## config.mk

```make
export PLATFORM = sky130hd
export DESIGN_NAME = time_of_day_relay_scheduler
export DESIGN_NICKNAME = d
export VERILOG_FILES = /design/src/rtl/trs_pkg.sv /design/src/rtl/trs_ctrl.sv /design/src/rtl/trs_datapath.sv /design/src/rtl/time_of_day_relay_scheduler.sv
export SDC_FILE = /design/constraint.sdc
export NUM_CORES = 1
export LEC_CHECK = 0
export BUFFER_PORTS_ARGS = -buffer_cell sky130_fd_sc_hd__buf_2
export CORE_ASPECT_RATIO = 1.25
export CORE_MARGIN = 2
export CORE_UTILIZATION = 57
export DETAILED_ROUTE_END_ITERATION = 10
export PLACE_DENSITY_LB_ADDON = 0.08
export RECOVER_POWER = 25
export SLEW_MARGIN = 20
export SYNTH_ARGS = -nofsm -noshare
export SYNTH_HDL_FRONTEND = slang
export SYNTH_SLANG_ARGS = --single-unit
```

## constraint.sdc

```tcl
create_clock -name aclk -period 6.32 [get_ports aclk]
set_clock_uncertainty 0.1 [all_clocks]
set_input_delay 0.948 -clock aclk [delete_from_list [all_inputs] [get_ports aclk]]
set_output_delay 0.948 -clock aclk [all_outputs]
set_load 0.01 [all_outputs]
```

## src/rtl/trs_pkg.sv

```systemverilog
// ----------------------------------------------------------------------------
// trs_pkg: shared types and constants of the relay scheduler
// Register indexes, field codes and the controller/datapath interface.
// ----------------------------------------------------------------------------
package trs_pkg;

    localparam int SLOT_COUNT_DEF = 6;

    // Timer setup registers occupy indexes 0 up to SETUP_REGS-1
    localparam int SETUP_REGS = 6;

    localparam int CFG_INDEX_W = 8;
    localparam int CFG_DATA_W  = 22;
    localparam int SETUP_W     = 22;
    localparam int MODE_W      = 10;
    localparam int TIME_W      = 17;
    localparam int SLOT_NUM_W  = 3;
    localparam int ELAPSED_W   = 8;

    localparam logic [CFG_INDEX_W-1:0] REG_RELAY_ONE_MODE = 8'd6;
    localparam logic [CFG_INDEX_W-1:0] REG_RELAY_TWO_MODE = 8'd7;

    localparam logic [TIME_W-1:0] LAST_SECOND = 17'd86399;

    // Relay mode codes
    localparam logic [1:0] MODE_HOLD = 2'd1;
    localparam logic [1:0] MODE_FLIP = 2'd2;

    // DO type codes
    localparam logic [1:0] DO_CLOSE   = 2'd0;
    localparam logic [1:0] DO_OPEN    = 2'd1;
    localparam logic [1:0] DO_INVERT  = 2'd2;
    localparam logic [1:0] DO_UNKNOWN = 2'd3;

    // Controller to datapath
    typedef struct packed {
        logic load;      // latch the tick, advance elapsed counters
        logic do_pend;   // serve the pending hold or flip of the slot
        logic do_match;  // serve the time check of the slot
        logic flush;     // move the held result out as the last of the tick
    } trs_cmd_t;

    // Datapath to controller
    typedef struct packed {
        logic pend_fire;   // pending phase yields a result
        logic pend_hold;   // that result ends a hold
        logic match_fire;  // match phase yields a result
        logic can_emit;    // a new result can be taken now
        logic held_valid;  // a result waits for its successor
    } trs_status_t;

endpackage

```

## src/rtl/trs_ctrl.sv

```systemverilog
// ----------------------------------------------------------------------------
// trs_ctrl: slot sequencer of the relay scheduler
// Walks the timer slots in two phases each (no match phase where a hold ends) and closes every tick.
// ----------------------------------------------------------------------------
module trs_ctrl
    import trs_pkg::*;
#(
    parameter int SLOT_COUNT = SLOT_COUNT_DEF,
    parameter int SLOT_W     = (SLOT_COUNT > 1) ? $clog2(SLOT_COUNT) : 1
) (
    input  logic              aclk,
    input  logic              aresetn,
    input  logic              tick_valid,
    output logic              tick_ready,
    input  trs_status_t       status,
    output trs_cmd_t          cmd,
    output logic [SLOT_W-1:0] slot
);

    localparam logic [1:0] ST_IDLE  = 2'd0;
    localparam logic [1:0] ST_PEND  = 2'd1;
    localparam logic [1:0] ST_MATCH = 2'd2;
    localparam logic [1:0] ST_FLUSH = 2'd3;

    localparam logic [SLOT_W-1:0] LAST_SLOT = SLOT_W'(SLOT_COUNT - 1);

    logic [1:0]        state_reg, state_next;
    logic [SLOT_W-1:0] slot_reg, slot_next;

    assign slot       = slot_reg;
    assign tick_ready = aresetn && (state_reg == ST_IDLE);

    always_comb begin
        state_next = state_reg;
        slot_next  = slot_reg;
        cmd        = '0;
        unique case (state_reg)
            ST_IDLE: begin
                if (tick_valid) begin
                    cmd.load   = 1'b1;
                    slot_next  = '0;
                    state_next = ST_PEND;
                end
            end
            ST_PEND: begin
                if (!status.pend_fire || status.can_emit) begin
                    cmd.do_pend = 1'b1;
                    if (status.pend_fire && status.pend_hold) begin
                        // hold ended: skip the time check of this slot
                        if (slot_reg == LAST_SLOT) begin
                            state_next = ST_FLUSH;
                        end else begin
                            slot_next  = slot_reg + 1'b1;
                            state_next = ST_PEND;
                        end
                    end else begin
                        state_next = ST_MATCH;
                    end
                end
            end
            ST_MATCH: begin
                if (!status.match_fire || status.can_emit) begin
                    cmd.do_match = 1'b1;
                    if (slot_reg == LAST_SLOT) begin
                        state_next = ST_FLUSH;
                    end else begin
                        slot_next  = slot_reg + 1'b1;
                        state_next = ST_PEND;
                    end
                end
            end
            ST_FLUSH: begin
                if (!status.held_valid) begin
                    state_next = ST_IDLE;
                end else if (status.can_emit) begin
                    cmd.flush  = 1'b1;
                    state_next = ST_IDLE;
                end
            end
            default: state_next = ST_IDLE;
        endcase
    end

    always_ff @(posedge aclk) begin
        if (!aresetn) begin
            state_reg <= ST_IDLE;
            slot_reg  <= '0;
        end else begin
            state_reg <= state_next;
            slot_reg  <= slot_next;
        end
    end

endmodule

```

## src/rtl/trs_datapath.sv

```systemverilog
// ----------------------------------------------------------------------------
// trs_datapath: registers, slot state and result path of the relay scheduler
// Evaluates one slot phase per command and holds back one result so that
// the final result of a tick can be marked.
// ----------------------------------------------------------------------------
module trs_datapath
    import trs_pkg::*;
#(
    parameter int SLOT_COUNT = SLOT_COUNT_DEF,
    parameter int SLOT_W     = (SLOT_COUNT > 1) ? $clog2(SLOT_COUNT) : 1
) (
    input  logic                   aclk,
    input  logic                   aresetn,
    input  logic                   cfg_write,
    input  logic [CFG_INDEX_W-1:0] cfg_index,
    input  logic [CFG_DATA_W-1:0]  cfg_data,
    input  logic [TIME_W-1:0]      tick_time,
    input  trs_cmd_t               cmd,
    input  logic [SLOT_W-1:0]      slot,
    output trs_status_t            status,
    output logic                   out_valid,
    input  logic                   out_ready,
    output logic                   out_relay_select,
    output logic                   out_relay_level,
    output logic [SLOT_NUM_W-1:0]  out_slot_number,
    output logic                   out_restart_request,
    output logic                   out_last
);

    logic [SETUP_W-1:0]   timer_setup_reg  [SLOT_COUNT];
    logic [SETUP_W-1:0]   timer_setup_next [SLOT_COUNT];
    logic [MODE_W-1:0]    relay_mode_reg   [2];
    logic [MODE_W-1:0]    relay_mode_next  [2];
    logic                 slot_active_reg  [SLOT_COUNT];
    logic                 slot_active_next [SLOT_COUNT];
    logic                 saved_level_reg  [SLOT_COUNT];
    logic                 saved_level_next [SLOT_COUNT];
    logic [ELAPSED_W-1:0] slot_elapsed_reg [SLOT_COUNT];
    logic [ELAPSED_W-1:0] slot_elapsed_next[SLOT_COUNT];
    logic                 relay_levels_reg [2];
    logic                 relay_levels_next[2];
    logic [TIME_W-1:0]    now_reg, now_next;

    // held result and output register
    logic                  held_valid_reg, held_valid_next;
    logic                  held_relay_reg, held_relay_next;
    logic                  held_level_reg, held_level_next;
    logic [SLOT_NUM_W-1:0] held_slot_reg, held_slot_next;
    logic                  held_restart_reg, held_restart_next;
    logic                  out_valid_reg, out_valid_next;
    logic                  out_relay_reg, out_relay_next;
    logic                  out_level_reg, out_level_next;
    logic [SLOT_NUM_W-1:0] out_slot_reg, out_slot_next;
    logic                  out_restart_reg, out_restart_next;
    logic                  out_last_reg, out_last_next;

    // fields of the current slot
    logic [SETUP_W-1:0]   setup;
    logic [TIME_W-1:0]    slot_time;
    logic                 enable;
    logic                 restart_act;
    logic                 relay;
    logic [1:0]           do_type;
    logic [MODE_W-1:0]    mode_word;
    logic [ELAPSED_W-1:0] period;
    logic [1:0]           mode;
    logic                 active;
    logic [ELAPSED_W-1:0] elapsed;
    logic                 cur_level;
    logic                 timed_mode;
    logic                 near;
    logic                 pend_fire;
    logic                 pend_level;
    logic                 match_fire;
    logic                 match_level;
    logic                 out_free;
    logic                 new_valid;
    logic                 new_relay;
    logic                 new_level;
    logic                 new_restart;

    always_comb begin
        setup       = timer_setup_reg[slot];
        slot_time   = setup[16:0];
        enable      = setup[17];
        restart_act = setup[18];
        relay       = setup[19];
        do_type     = setup[21:20];
        mode_word   = relay_mode_reg[relay];
        period      = mode_word[7:0];
        mode        = mode_word[9:8];
        active      = slot_active_reg[slot];
        elapsed     = slot_elapsed_reg[slot];
        cur_level   = relay_levels_reg[relay];
        timed_mode  = (mode == MODE_HOLD) || (mode == MODE_FLIP);

        pend_fire   = enable && active && timed_mode && (elapsed >= period);
        pend_level  = (mode == MODE_HOLD) ? saved_level_reg[slot] : ~cur_level;

        // within one second, no wrap at midnight
        near = ({1'b0, now_reg} == {1'b0, slot_time})
            || ({1'b0, now_reg} == {1'b0, slot_time} + 18'd1)
            || ({1'b0, slot_time} == {1'b0, now_reg} + 18'd1);
        match_fire = enable && (slot_time <= LAST_SECOND) && near
            && (restart_act || (do_type != DO_UNKNOWN));
        unique case (do_type)
            DO_CLOSE: match_level = 1'b1;
            DO_OPEN:  match_level = 1'b0;
            default:  match_level = ~cur_level;
        endcase

        out_free = !out_valid_reg || out_ready;

        new_valid   = (cmd.do_pend && pend_fire) || (cmd.do_match && match_fire);
        new_restart = cmd.do_match && restart_act;
        new_relay   = new_restart ? 1'b0 : relay;
        new_level   = new_restart ? 1'b0 : (cmd.do_pend ? pend_level : match_level);
    end

    assign status.pend_fire  = pend_fire;
    assign status.pend_hold  = (mode == MODE_HOLD);
    assign status.match_fire = match_fire;
    assign status.can_emit   = !held_valid_reg || out_free;
    assign status.held_valid = held_valid_reg;

    always_comb begin
        timer_setup_next  = timer_setup_reg;
        relay_mode_next   = relay_mode_reg;
        slot_active_next  = slot_active_reg;
        saved_level_next  = saved_level_reg;
        slot_elapsed_next = slot_elapsed_reg;
        relay_levels_next = relay_levels_reg;
        now_next          = now_reg;

        if (cfg_write) begin
            for (int i = 0; i < SLOT_COUNT; i++) begin
                if ((i < SETUP_REGS) && (cfg_index == CFG_INDEX_W'(i))) begin
                    timer_setup_next[i] = cfg_data[SETUP_W-1:0];
                end
            end
            if (cfg_index == REG_RELAY_ONE_MODE) begin
                relay_mode_next[0] = cfg_data[MODE_W-1:0];
            end
            if (cfg_index == REG_RELAY_TWO_MODE) begin
                relay_mode_next[1] = cfg_data[MODE_W-1:0];
            end
        end

        if (cmd.load) begin
            now_next = tick_time;
            for (int i = 0; i < SLOT_COUNT; i++) begin
                if (slot_active_reg[i] && (slot_elapsed_reg[i] != '1)) begin
                    slot_elapsed_next[i] = slot_elapsed_reg[i] + 1'b1;
                end
            end
        end

        if (cmd.do_pend && pend_fire) begin
            relay_levels_next[relay] = pend_level;
            if (mode == MODE_HOLD) begin
                slot_active_next[slot] = 1'b0;
            end else begin
                slot_elapsed_next[slot] = '0;
            end
        end

        if (cmd.do_match && match_fire && !restart_act) begin
            if (!active) begin
                saved_level_next[slot] = cur_level;
            end
            relay_levels_next[relay] = match_level;
            if (timed_mode) begin
                slot_active_next[slot]  = 1'b1;
                slot_elapsed_next[slot] = '0;
            end
        end
    end

    // Result path: a new result pushes the held one out with last clear,
    // flush pushes it out with last set.
    always_comb begin
        held_valid_next   = held_valid_reg;
        held_relay_next   = held_relay_reg;
        held_level_next   = held_level_reg;
        held_slot_next    = held_slot_reg;
        held_restart_next = held_restart_reg;
        out_valid_next    = out_valid_reg && !out_ready;
        out_relay_next    = out_relay_reg;
        out_level_next    = out_level_reg;
        out_slot_next     = out_slot_reg;
        out_restart_next  = out_restart_reg;
        out_last_next     = out_last_reg;

        if ((new_valid || cmd.flush) && held_valid_reg) begin
            out_valid_next   = 1'b1;
            out_relay_next   = held_relay_reg;
            out_level_next   = held_level_reg;
            out_slot_next    = held_slot_reg;
            out_restart_next = held_restart_reg;
            out_last_next    = cmd.flush;
        end

        if (new_valid) begin
            held_valid_next   = 1'b1;
            held_relay_next   = new_relay;
            held_level_next   = new_level;
            held_slot_next    = SLOT_NUM_W'(slot);
            held_restart_next = new_restart;
        end else if (cmd.flush) begin
            held_valid_next = 1'b0;
        end
    end

    always_ff @(posedge aclk) begin
        if (!aresetn) begin
            for (int i = 0; i < SLOT_COUNT; i++) begin
                timer_setup_reg[i]  <= '0;
                slot_active_reg[i]  <= 1'b0;
                saved_level_reg[i]  <= 1'b0;
                slot_elapsed_reg[i] <= '0;
            end
            for (int r = 0; r < 2; r++) begin
                relay_mode_reg[r]   <= '0;
                relay_levels_reg[r] <= 1'b0;
            end
            held_valid_reg <= 1'b0;
            out_valid_reg  <= 1'b0;
        end else begin
            timer_setup_reg  <= timer_setup_next;
            relay_mode_reg   <= relay_mode_next;
            slot_active_reg  <= slot_active_next;
            saved_level_reg  <= saved_level_next;
            slot_elapsed_reg <= slot_elapsed_next;
            relay_levels_reg <= relay_levels_next;
            held_valid_reg   <= held_valid_next;
            out_valid_reg    <= out_valid_next;
        end
    end

    always_ff @(posedge aclk) begin
        now_reg          <= now_next;
        held_relay_reg   <= held_relay_next;
        held_level_reg   <= held_level_next;
        held_slot_reg    <= held_slot_next;
        held_restart_reg <= held_restart_next;
        out_relay_reg    <= out_relay_next;
        out_level_reg    <= out_level_next;
        out_slot_reg     <= out_slot_next;
        out_restart_reg  <= out_restart_next;
        out_last_reg     <= out_last_next;
    end

    assign out_valid           = out_valid_reg;
    assign out_relay_select    = out_relay_reg;
    assign out_relay_level     = out_level_reg;
    assign out_slot_number     = out_slot_reg;
    assign out_restart_request = out_restart_reg;
    assign out_last            = out_last_reg;

    // A flush only happens with a held result and a free output register
    assert property (@(posedge aclk) disable iff (!aresetn)
        cmd.flush |-> held_valid_reg && out_free)
        else $error("flush without held result or with busy output");

    // A new result never overruns the held one into a busy output register
    assert property (@(posedge aclk) disable iff (!aresetn)
        new_valid && held_valid_reg |-> out_free)
        else $error("held result lost");

    // After a flush nothing is held for the next tick
    assert property (@(posedge aclk) disable iff (!aresetn)
        cmd.flush |=> !held_valid_reg)
        else $error("held result survives flush");

endmodule

```

## src/rtl/time_of_day_relay_scheduler.sv

```systemverilog
// ----------------------------------------------------------------------------
// time_of_day_relay_scheduler: six-slot time-of-day relay scheduler
// Serves hold and flip timing and time matches of each timer slot per tick.
// ----------------------------------------------------------------------------
//
//  channel | direction | handshake           | payload
//  --------+-----------+---------------------+---------------------------------
//  s_      | in        | s_tvalid/s_tready   | tick with time of day
//  m_      | out       | m_tvalid/m_tready   | relay command or restart request
//  cfg_    | in        | cfg_valid/cfg_ready | register index and write data
//
//  The slot sequencer walks each slot in a pending phase and a match phase,
//  one phase per cycle unless a result waits for the output; it skips the
//  match phase of a slot whose hold ends. The last result of a tick is held
//  back one step so it can carry m_tlast. A stall on m_ holds the sequencer
//  while a new result or the flush needs the busy output register.
//  Reset is synchronous: setup and mode registers, slot state, relay levels and valid flags go to 0.
//  cfg_ready is high outside reset; write registers only between ticks.
//
module time_of_day_relay_scheduler
    import trs_pkg::*;
#(
    parameter int SLOT_COUNT = SLOT_COUNT_DEF
) (
    input  logic                   aclk,
    input  logic                   aresetn,
    // tick channel
    input  logic                   s_tvalid,
    output logic                   s_tready,
    input  logic [23:0]            s_tdata,   // [16:0] seconds_of_day
    // result channel
    output logic                   m_tvalid,
    input  logic                   m_tready,
    output logic [7:0]             m_tdata,   // [0] relay_select, [1] relay_level,
                                              // [4:2] slot_number
    output logic                   m_tuser,   // [0] restart_request
    output logic                   m_tlast,   // last_of_tick
    // configuration channel
    input  logic                   cfg_valid,
    output logic                   cfg_ready,
    input  logic [CFG_INDEX_W-1:0] cfg_index,
    input  logic [CFG_DATA_W-1:0]  cfg_data
);

    localparam int SLOT_W = (SLOT_COUNT > 1) ? $clog2(SLOT_COUNT) : 1;

    trs_cmd_t              cmd;
    trs_status_t           status;
    logic [SLOT_W-1:0]     slot;
    logic                  relay_select;
    logic                  relay_level;
    logic [SLOT_NUM_W-1:0] slot_number;

    // accept every write outside reset: the register file never stalls
    assign cfg_ready = aresetn;

    trs_ctrl #(
        .SLOT_COUNT (SLOT_COUNT),
        .SLOT_W     (SLOT_W)
    ) u_ctrl (
        .aclk       (aclk),
        .aresetn    (aresetn),
        .tick_valid (s_tvalid),
        .tick_ready (s_tready),
        .status     (status),
        .cmd        (cmd),
        .slot       (slot)
    );

    trs_datapath #(
        .SLOT_COUNT (SLOT_COUNT),
        .SLOT_W     (SLOT_W)
    ) u_datapath (
        .aclk                (aclk),
        .aresetn             (aresetn),
        .cfg_write           (cfg_valid & cfg_ready),
        .cfg_index           (cfg_index),
        .cfg_data            (cfg_data),
        .tick_time           (s_tdata[TIME_W-1:0]),
        .cmd                 (cmd),
        .slot                (slot),
        .status              (status),
        .out_valid           (m_tvalid),
        .out_ready           (m_tready),
        .out_relay_select    (relay_select),
        .out_relay_level     (relay_level),
        .out_slot_number     (slot_number),
        .out_restart_request (m_tuser),
        .out_last            (m_tlast)
    );

    // pack the command fields, pad to a whole byte
    assign m_tdata = {3'b000, slot_number, relay_level, relay_select};

endmodule

```

==> impl_summary.log, run 1 <==
INFO  metric cts.htree.levels = 1
INFO  metric synth_area_per_cell = 8.543 sq um
INFO  metric hpwlAfterDp = 24540 um
INFO  metric fp-row-count = 62
INFO  metric report.power.total = 3.462 mW
INFO  metric clock_sink_count = 251
INFO  metric width_of_the_die = 140.8 um
INFO  metric timing.max_slew.rel_slack = -0.07742
INFO  metric critical-path-slowest-cell = sky130_fd_sc_hd__dfxtp_1
INFO  metric critPathCaptureType = flop
INFO  metric dieHeight = 175.0 um
INFO  metric syn_inst = 1561
INFO  metric worst_hold_startpoint = u_datapath.held_level_reg
INFO  metric final.fill_count = 2016
INFO  metric layout_worst_path_cycle_share = 0.8796
INFO  metric flip_flop_count_of_the_largest_register_all_copies_and_words_added = 132
INFO  metric area_delta_synth_final = 10.31%
INFO  metric cts_hold_buffers = 0
INFO  metric drt_pass1_iterations = 5
INFO  metric utilization = 0.6406
INFO  metric synth_compound_area_frac = 0.1606
INFO  metric setup.reg_to_reg.worst_slack = 0.76 ns
INFO  metric cp_data_arrival_time = 5.68 ns
INFO  metric path_class = flop to flop
INFO  metric num_io_pins = 72
INFO  metric crit_fanout = 16
INFO  metric initial_standard_cell_utilization_of_the_core = 0.5808
INFO  metric synth-warning-count = 0
INFO  metric detailedRoute.firstIterationViolations = 683
INFO  metric grt_start_max_net_pins = 126
INFO  metric grt_remaining_overflow = 0
INFO  metric post_synth_fa_ha_maj_area_fraction = 0.02158
INFO  metric synth_enable_flop_cells = 30
INFO  metric fin_nets = 1666
INFO  metric post_cts.resized_instances = 0
INFO  metric setup_repair_after_global_routing_missed_its_margin = no
INFO  metric clock_tree.root_cell = sky130_fd_sc_hd__clkbuf_16
INFO  metric first_global_vias = 10840
INFO  metric final_cell_mix = sky130_fd_sc_hd__nand2_1, sky130_fd_sc_hd__dfxtp_1, sky130_fd_sc_hd__a21boi_0
INFO  metric critPathMaxStageDelay = 0.87 ns
INFO  metric max_clock_freq = 0.1799 GHz
INFO  metric worstRegToRegCells = 16
INFO  metric worst_pin_slew = 1.616 ns
INFO  metric timing.final.max_slew_violations = 51
INFO  metric met3_length = 1878 um
INFO  metric power.ir.vdd_worst = 0.2206 mV
INFO  metric ctsLongestPathBuffers = 3
INFO  metric cts_tree = done
INFO  metric antenna-diode-count = 0
INFO  metric power_leakage = 5.208 nW
INFO  metric outcome = finished, violations left
INFO  metric portBuffers = 61
INFO  metric synth_cell_type_count = 79
INFO  metric holdCritPathClass = flop to flop
INFO  metric met1_length = 14840 um
INFO  metric ys_ff_latch = 251
INFO  metric cts_made_buffers = 26
INFO  metric clk_transition_reported_paths = 0.07 ns
INFO  metric fp.dieArea = 24640 sq um
INFO  metric worstHoldEndpoint = u_datapath.out_relay_level
INFO  metric detail_route.wirelength = 36370 um
INFO  metric drive_gt1_frac = 0.1142
INFO  metric timing.rr.end = u_datapath.out_restart_request
INFO  metric worst_r2r_startpoint = u_ctrl.slot[2]
INFO  metric critical_path_cell_sequence = buf_4 > nor2b_1 > a222oi_1 > inv_1 > ha_1 > inv_1 > a2111oi_0 > nand2_1 > or3b_2 > xnor2_1 > nor4_1 > and4b_1 > o211ai_1 > a21oi_1 > buf_4 > a21o_1
INFO  metric route.met2.wl = 18110 um
INFO  metric total_power_density_per_cell_area = 235.3 nW/um^2
INFO  metric grt_util_all_layers = 0.2913
INFO  metric postSynth.topFlopCell = sky130_fd_sc_hd__dfxtp_1
INFO  metric place_congestion = 0.8803
INFO  metric post_cts_buffers = 0
INFO  metric worstSkewPairLatency = 0.54 ns
INFO  metric hold_path_depth = 0
INFO  metric worstPathRequired = 6.44 ns
INFO  metric remaining_drc_errors = 0
INFO  metric violations = max-capacitance violations, max-slew violations
INFO  metric worstSetupStartpointType = flop
INFO  metric timing_hold_violations_final = 0
INFO  metric grt_pass1_wl = 57300 um
INFO  metric yosys.area_share.simple = 0.2249
INFO  metric detail-route-antenna-nets = 0
INFO  metric wl_per_cell = 19.23 um
INFO  metric ys_seq_area_frac = 0.3993
INFO  metric maxCapViolCount = 2
INFO  metric synth_xor_xnor_area_share = 0.05160
INFO  metric final-setup-viol-count = 0
INFO  metric antenna_found_initial = 0
INFO  metric synth_top_family_by_area = simple AND/OR/NAND/NOR gates
INFO  metric post-route-min-period = 5.559 ns
INFO  metric dr_total_vias = 11150
INFO  metric layout_commonest_cell = sky130_fd_sc_hd__nand2_1
INFO  metric maxUsedRoutingLayer = met4
INFO  metric synth_async_sr_flop_share = 0
INFO  metric detail_route.vias_per_cell = 5.897
INFO  metric setup-tns-final = 0 ns
INFO  metric syn_area = 13340 sq um
INFO  metric synth_mux_area_frac = 0.1025
INFO  metric fp.coreArea = 22960 sq um
[worst max-delay path, delay by kind of cell (launching register included)]
kind                     cells  cell delay [ns]
AND/OR/NAND/NOR              5             1.71
AO/OA/AOI/OAI                5             1.51
flip-flops                   1             0.87
buffers and inverters        4             0.70
adder cells (fa/ha/maj)      1             0.19
XOR/XNOR                     1             0.14
[Yosys cell counts, types with 8 or more instances]
cell type	count	area share
sky130_fd_sc_hd__a21boi_0	137	0.077
sky130_fd_sc_hd__a21o_1	8	0.0045
sky130_fd_sc_hd__a21oi_1	21	0.0079
sky130_fd_sc_hd__a31oi_1	8	0.0038
sky130_fd_sc_hd__and2_1	13	0.0061
sky130_fd_sc_hd__clkbuf_1	82	0.023
sky130_fd_sc_hd__dfxtp_1	221	0.33
sky130_fd_sc_hd__edfxtp_1	30	0.068
sky130_fd_sc_hd__ha_1	23	0.022
sky130_fd_sc_hd__inv_1	22	0.0062
sky130_fd_sc_hd__mux2_2	26	0.022
sky130_fd_sc_hd__mux2i_1	90	0.068
sky130_fd_sc_hd__nand2_1	372	0.10
sky130_fd_sc_hd__nand2b_1	11	0.0052
sky130_fd_sc_hd__nand3_1	42	0.016
sky130_fd_sc_hd__nand4_1	19	0.0089
sky130_fd_sc_hd__nor2_1	105	0.030
sky130_fd_sc_hd__nor2b_1	25	0.012
sky130_fd_sc_hd__nor3_1	29	0.011
sky130_fd_sc_hd__nor3b_1	8	0.0045
sky130_fd_sc_hd__nor4_1	9	0.0042
sky130_fd_sc_hd__o211ai_1	8	0.0045
sky130_fd_sc_hd__o21ai_0	28	0.011
sky130_fd_sc_hd__or3_1	13	0.0061
sky130_fd_sc_hd__xnor2_1	51	0.033
sky130_fd_sc_hd__xor2_1	25	0.016
[per-layer routing]
layer	track usage	vias up
li1	-	5437
met1	0.3540	5336
met2	0.5177	300
met3	0.03919	78
met4	0.1208	0
met5	0	-
[cell families after synthesis]
family / Yosys count
AOI/OAI and AO/OA: 285
xor gates and xnor gates: 77
adders and majority gates: 23
buffers and inverters: 124
DFF: 251
muxes: 124
other: 1
and+or+nand+nor: 676
[where the power goes]
group | internal (mW) | switching [mW]
clock network | 0.956 | 0.661
registers | 1.62 | 0.0225
logic | 0.0797 | 0.119
total | 2.66 | 0.803
[metrics by stage]
stage	hold WS, ns	area, sq um	std cells	worst slack [ns]
floorplan	0.3003	13340	1563	1.191
global route	0.3288	14710	1891	0.4068
CTS	0.3183	14740	1891	0.8235
detailed placement	0.3056	13850	1844	0.8459
global placement	0.3021	13850	1844	1.014
finish	0.3218	14710	1891	0.7608
[worst max-delay path by stage]
stage / from / end
after detailed placement: u_ctrl.slot[2] / u_datapath.out_restart_request
after global routing: u_ctrl.slot[2] / u_datapath.out_restart_request
final: u_ctrl.slot[2] / u_datapath.out_restart_request
after global placement: u_ctrl.slot[2] / u_datapath.out_relay_select
after floorplan: u_ctrl.slot[0] / u_ctrl.state_reg[1]
after CTS: u_ctrl.slot[2] / u_datapath.out_restart_request
[layout make-up]
| type | count | area, sq um | area share |
|---|---|---|---|
| multi-input combinational | 1188 | 7508 | 0.5104 |
| sequential | 251 | 5330 | 0.3623 |
| clock inverter | 14 | 187.7 | 0.01276 |
| clock buffer | 33 | 706.9 | 0.04806 |
| timing repair buffer | 94 | 530.5 | 0.03606 |
| tap | 288 | 360.3 | 0.02450 |
| inverter | 23 | 86.33 | 0.005869 |
Power figures use the tool's default switching activity.
==> run 2, diff against run 1 <==
--- a/config.mk
+++ b/config.mk
@@ -5,6 +5,7 @@
 export SDC_FILE = /design/constraint.sdc
 export NUM_CORES = 1
 export LEC_CHECK = 0
+export ABC_AREA = 1
 export BUFFER_PORTS_ARGS = -buffer_cell sky130_fd_sc_hd__buf_2
 export CORE_ASPECT_RATIO = 1.25
 export CORE_MARGIN = 2
==> run 2 against run 1 <==
  * The run still ends with max-capacitance violations, max-slew violations left
  * Clock power grew 4%
  * Combinational power increased to 2.7 times the previous value
  * Highest routed layer is now met5
  * Via count rose by 14%
  * Wire length rose by 4.3%
  * Largest power group is now clock
  * Die area grew 1.2%
  * Register-to-register slack better by 0.16 ns
  * Synthesized area up 1.2%
  * Maximum frequency is 3.0% higher
  * Total power increased by 12%
==> impl_summary.log, run 2 <==
INFO  metric worstSkewPairLatency = 0.54 ns (about the same)
INFO  metric postSynth.topFlopCell = sky130_fd_sc_hd__dfxtp_1
INFO  metric area_delta_synth_final = 9.704%
INFO  metric final-setup-viol-count = 0 (unchanged)
INFO  metric synth_async_sr_flop_share = 0 (unchanged)
INFO  metric clock_sink_count = 251 (unchanged)
INFO  metric holdCritPathClass = flop to flop
INFO  metric synth_enable_flop_cells = 30 (unchanged)
INFO  metric worst_pin_slew = 1.721 ns (+0.1053 ns)
INFO  metric fp.coreArea = 23120 sq um (+0.68%)
INFO  metric layout_worst_path_cycle_share = 0.8538 (-0.02585)
INFO  metric utilization = 0.6407 (about the same)
INFO  metric critPathMaxStageDelay = 0.87 ns (about the same)
INFO  metric maxCapViolCount = 1 (-1)
INFO  metric drive_gt1_frac = 0.08375 (-0.03041)
INFO  metric placement.cell_area = 13890 sq um (+0.33%)
INFO  metric post_cts.resized_instances = 0 (unchanged)
INFO  metric finish.instance_area = 14810 sq um (+0.68%)
INFO  metric detail_route.wirelength = 37910 um (+4.3%)
INFO  metric critical_path_cell_sequence = inv_4 > nand2_1 > o22ai_1 > a221oi_1 > nand2_1 > mux2i_1 > ha_1 > nand2_1 > nor2_1 > nand2_1 > o211ai_1 > a21oi_1 > nor4_1 > nand3_1 > nor2_1 > inv_2 > nor2_1 > a211oi_1 > nand3_1 > inv_1
INFO  metric cts_made_buffers = 26 (unchanged)
INFO  metric remaining_drc_errors = 0 (unchanged)
INFO  metric setup_repair_after_global_routing_missed_its_margin = no
INFO  metric total_power_density_per_cell_area = 261.8 nW/um^2 (+11%)
INFO  metric synth_cell_type_count = 54 (-32%)
INFO  metric dieHeight = 176.1 um (+0.60%)
INFO  metric post-route-min-period = 5.396 ns (-0.1634 ns)
INFO  metric width_of_the_die = 141.7 um (+0.60%)
INFO  metric syn_area = 13500 sq um (+1.2%)
INFO  metric timing_hold_violations_final = 0 (unchanged)
INFO  metric ctsLongestPathBuffers = 3 (unchanged)
INFO  metric initial_standard_cell_utilization_of_the_core = 0.5840 (+0.003247)
INFO  metric worstSetupStartpointType = flop
INFO  metric post_cts_buffers = 0 (unchanged)
INFO  metric grt_remaining_overflow = 0 (unchanged)
INFO  metric crit_path_frequent_cell = sky130_fd_sc_hd__nand2_1
INFO  metric post_synth_most_frequent_cells = sky130_fd_sc_hd__nand2_1, sky130_fd_sc_hd__nor2_1, sky130_fd_sc_hd__inv_1
INFO  metric fin_nets = 2068 (+24%)
INFO  metric path_class = flop to flop
INFO  metric yosys.area.top_type = sky130_fd_sc_hd__dfxtp_1
INFO  metric max_clock_freq = 0.1853 GHz (+3.0%)
INFO  metric crit_fanout = 22 (+6)
INFO  metric ys_ff_latch = 251 (unchanged)
INFO  metric layout_commonest_cell = sky130_fd_sc_hd__nand2_1
INFO  metric ys_seq_area_frac = 0.3944 (-0.004885)
INFO  metric timing.final.max_slew_violations = 33 (-35%)
INFO  metric final_cell_mix = sky130_fd_sc_hd__nand2_1, sky130_fd_sc_hd__nor2_1, sky130_fd_sc_hd__inv_1
INFO  metric synth-warning-count = 0 (unchanged)
INFO  metric setup_slack = 0.9241 ns (+0.1634 ns)
INFO  metric fp.dieArea = 24940 sq um (+1.2%)
INFO  metric clock_tree.root_cell = sky130_fd_sc_hd__clkbuf_16
INFO  metric holdWs = 0.3211 ns (-0.0006980 ns)
INFO  metric first_global_vias = 12270 (+13%)
INFO  metric critPathCaptureType = flop
INFO  metric timing.max_slew.rel_slack = -0.1476 (-0.07018)
INFO  metric synth_top_area_share = 0.3277 (-0.004059)
INFO  metric critical-path-slowest-cell = sky130_fd_sc_hd__dfxtp_1
INFO  metric cts_tree = done
INFO  metric portBuffers = 61 (unchanged)
INFO  metric flip_flop_count_of_the_largest_register_all_copies_and_words_added = 132 (unchanged)
INFO  metric worstPathRequired = 6.65 ns (+0.21 ns)
INFO  metric syn_inst = 1956 (+25%)
INFO  metric place_congestion = 0.9398 (+6.8%)
INFO  metric fp-row-count = 62 (unchanged)
INFO  metric outcome = finished, violations left
INFO  metric detail-route-antenna-nets = 0 (unchanged)
INFO  metric detail_route.vias_per_cell = 5.543 (-6.0%)
INFO  metric drt_pass1_iterations = 5 (unchanged)
INFO  metric dp_worst_setup_slack = 1.246 ns (+0.4004 ns)
INFO  metric synth_area_per_cell = 6.902 sq um (-19%)
INFO  metric yosysMostFrequentCell = sky130_fd_sc_hd__nand2_1
INFO  metric cp_data_arrival_time = 5.73 ns (+0.05 ns)
INFO  metric wl_per_cell = 16.51 um (-14%)
INFO  metric grt_pass1_wl = 60950 um (+6.4%)
INFO  metric dr_total_vias = 12730 (+14%)
INFO  metric num_io_pins = 72 (unchanged)
INFO  metric power_leakage = 6.513 nW (+25%)
INFO  metric power.ir.vdd_worst = 0.2165 mV (-1.9%)
INFO  metric setup-tns-final = 0 ns (unchanged)
INFO  metric grt_start_max_net_pins = 111 (-12%)
INFO  metric clk_transition_reported_paths = 0.06 ns (about the same)
INFO  metric cts.htree.levels = 1 (unchanged)
INFO  metric detailedRoute.firstIterationViolations = 938 (+37%)
INFO  metric hpwlAfterDp = 25940 um (+5.7%)
INFO  metric violations = max-capacitance violations, max-slew violations
INFO  metric ys_top_cells_by_area = sky130_fd_sc_hd__dfxtp_1, sky130_fd_sc_hd__nand2_1, sky130_fd_sc_hd__nor2_1
INFO  metric antenna_found_initial = 3 (+3)
INFO  metric grt_util_all_layers = 0.3035 (+0.01217)
INFO  metric cts_hold_buffers = 0 (unchanged)
==> run 2: cells by family (layout without fill, tap and decap cells) <==
family / after synthesis / in the layout / synth area share
AO/OA/AOI/OAI: 338 / 338 / 0.1328
XOR/XNOR: 53 / 53 / 0.03438
adder cells (fa/ha/maj): 23 / 23 / 0.02132
AND/OR/NAND/NOR: 951 / 951 / 0.3060
multiplexers: 10 / 10 / 0.007507
other: 1 / 5 / 0.0002778
buffers and inverters: 329 / 377 / 0.1032
flip-flops: 251 / 251 / 0.3944
==> run 2: report_power, final <==
| part | total (mW) | internal, mW | switching [mW] | leakage (nW) |
|---|---|---|---|---|
| Clock | 1.68 | 1.02 | 0.655 | 0.467 |
| Sequential | 1.66 | 1.63 | 0.0310 | 2.06 |
| Combinational | 0.534 | 0.157 | 0.377 | 3.98 |
==> run 2: routing by layer <==
metal	up-vias	global-route usage	share of wire
met2	422	0.5396	0.50
met4	2	0.1725	0.056
met5	-	0	0.00029
met1	5820	0.3453	0.39
li1	6358	-	-
met3	124	0.04692	0.059
==> run 2: final cells by class <==
class                      instances  area, sq um
tap                              288        360.3
timing repair buffer              86        466.7
antenna                            2        5.005
multi-input combinational       1378         6789
sequential                       251         5325
inverter                         243        920.9
fill                            2180         8307
clock inverter                    16        215.2
clock buffer                      32        728.2
==> run 2: path summary, 6_finish.rpt <==
path                                    start  depth (start not counted)                             end  slack (ns)
setup / recovery               u_ctrl.slot[0]                         20  u_datapath.slot_elapsed_reg[1]        0.92
hold / removal    u_datapath.held_slot_reg[0]                          0   u_datapath.out_slot_number[0]        0.32
setup reg to reg               u_ctrl.slot[0]                         20  u_datapath.slot_elapsed_reg[1]        0.92
hold reg to reg   u_datapath.held_slot_reg[0]                          0   u_datapath.out_slot_number[0]        0.32
==> run 2: critical path, delay by kind of cell (launching register included) <==
family	cells	cell delay, ns
flip-flops	1	0.87
AO/OA/AOI/OAI	5	0.63
buffers and inverters	3	0.36
AND/OR/NAND/NOR	10	2.73
multiplexers	1	0.25
adder cells (fa/ha/maj)	1	0.33
==> run 2: per-stage QoR <==
stage	cells	total power [mW]
floorplan	1958	2.071
global placement	2246	2.216
detailed placement	2246	2.222
CTS	2294	3.896
global route	2296	4.022
finish	2296	3.877
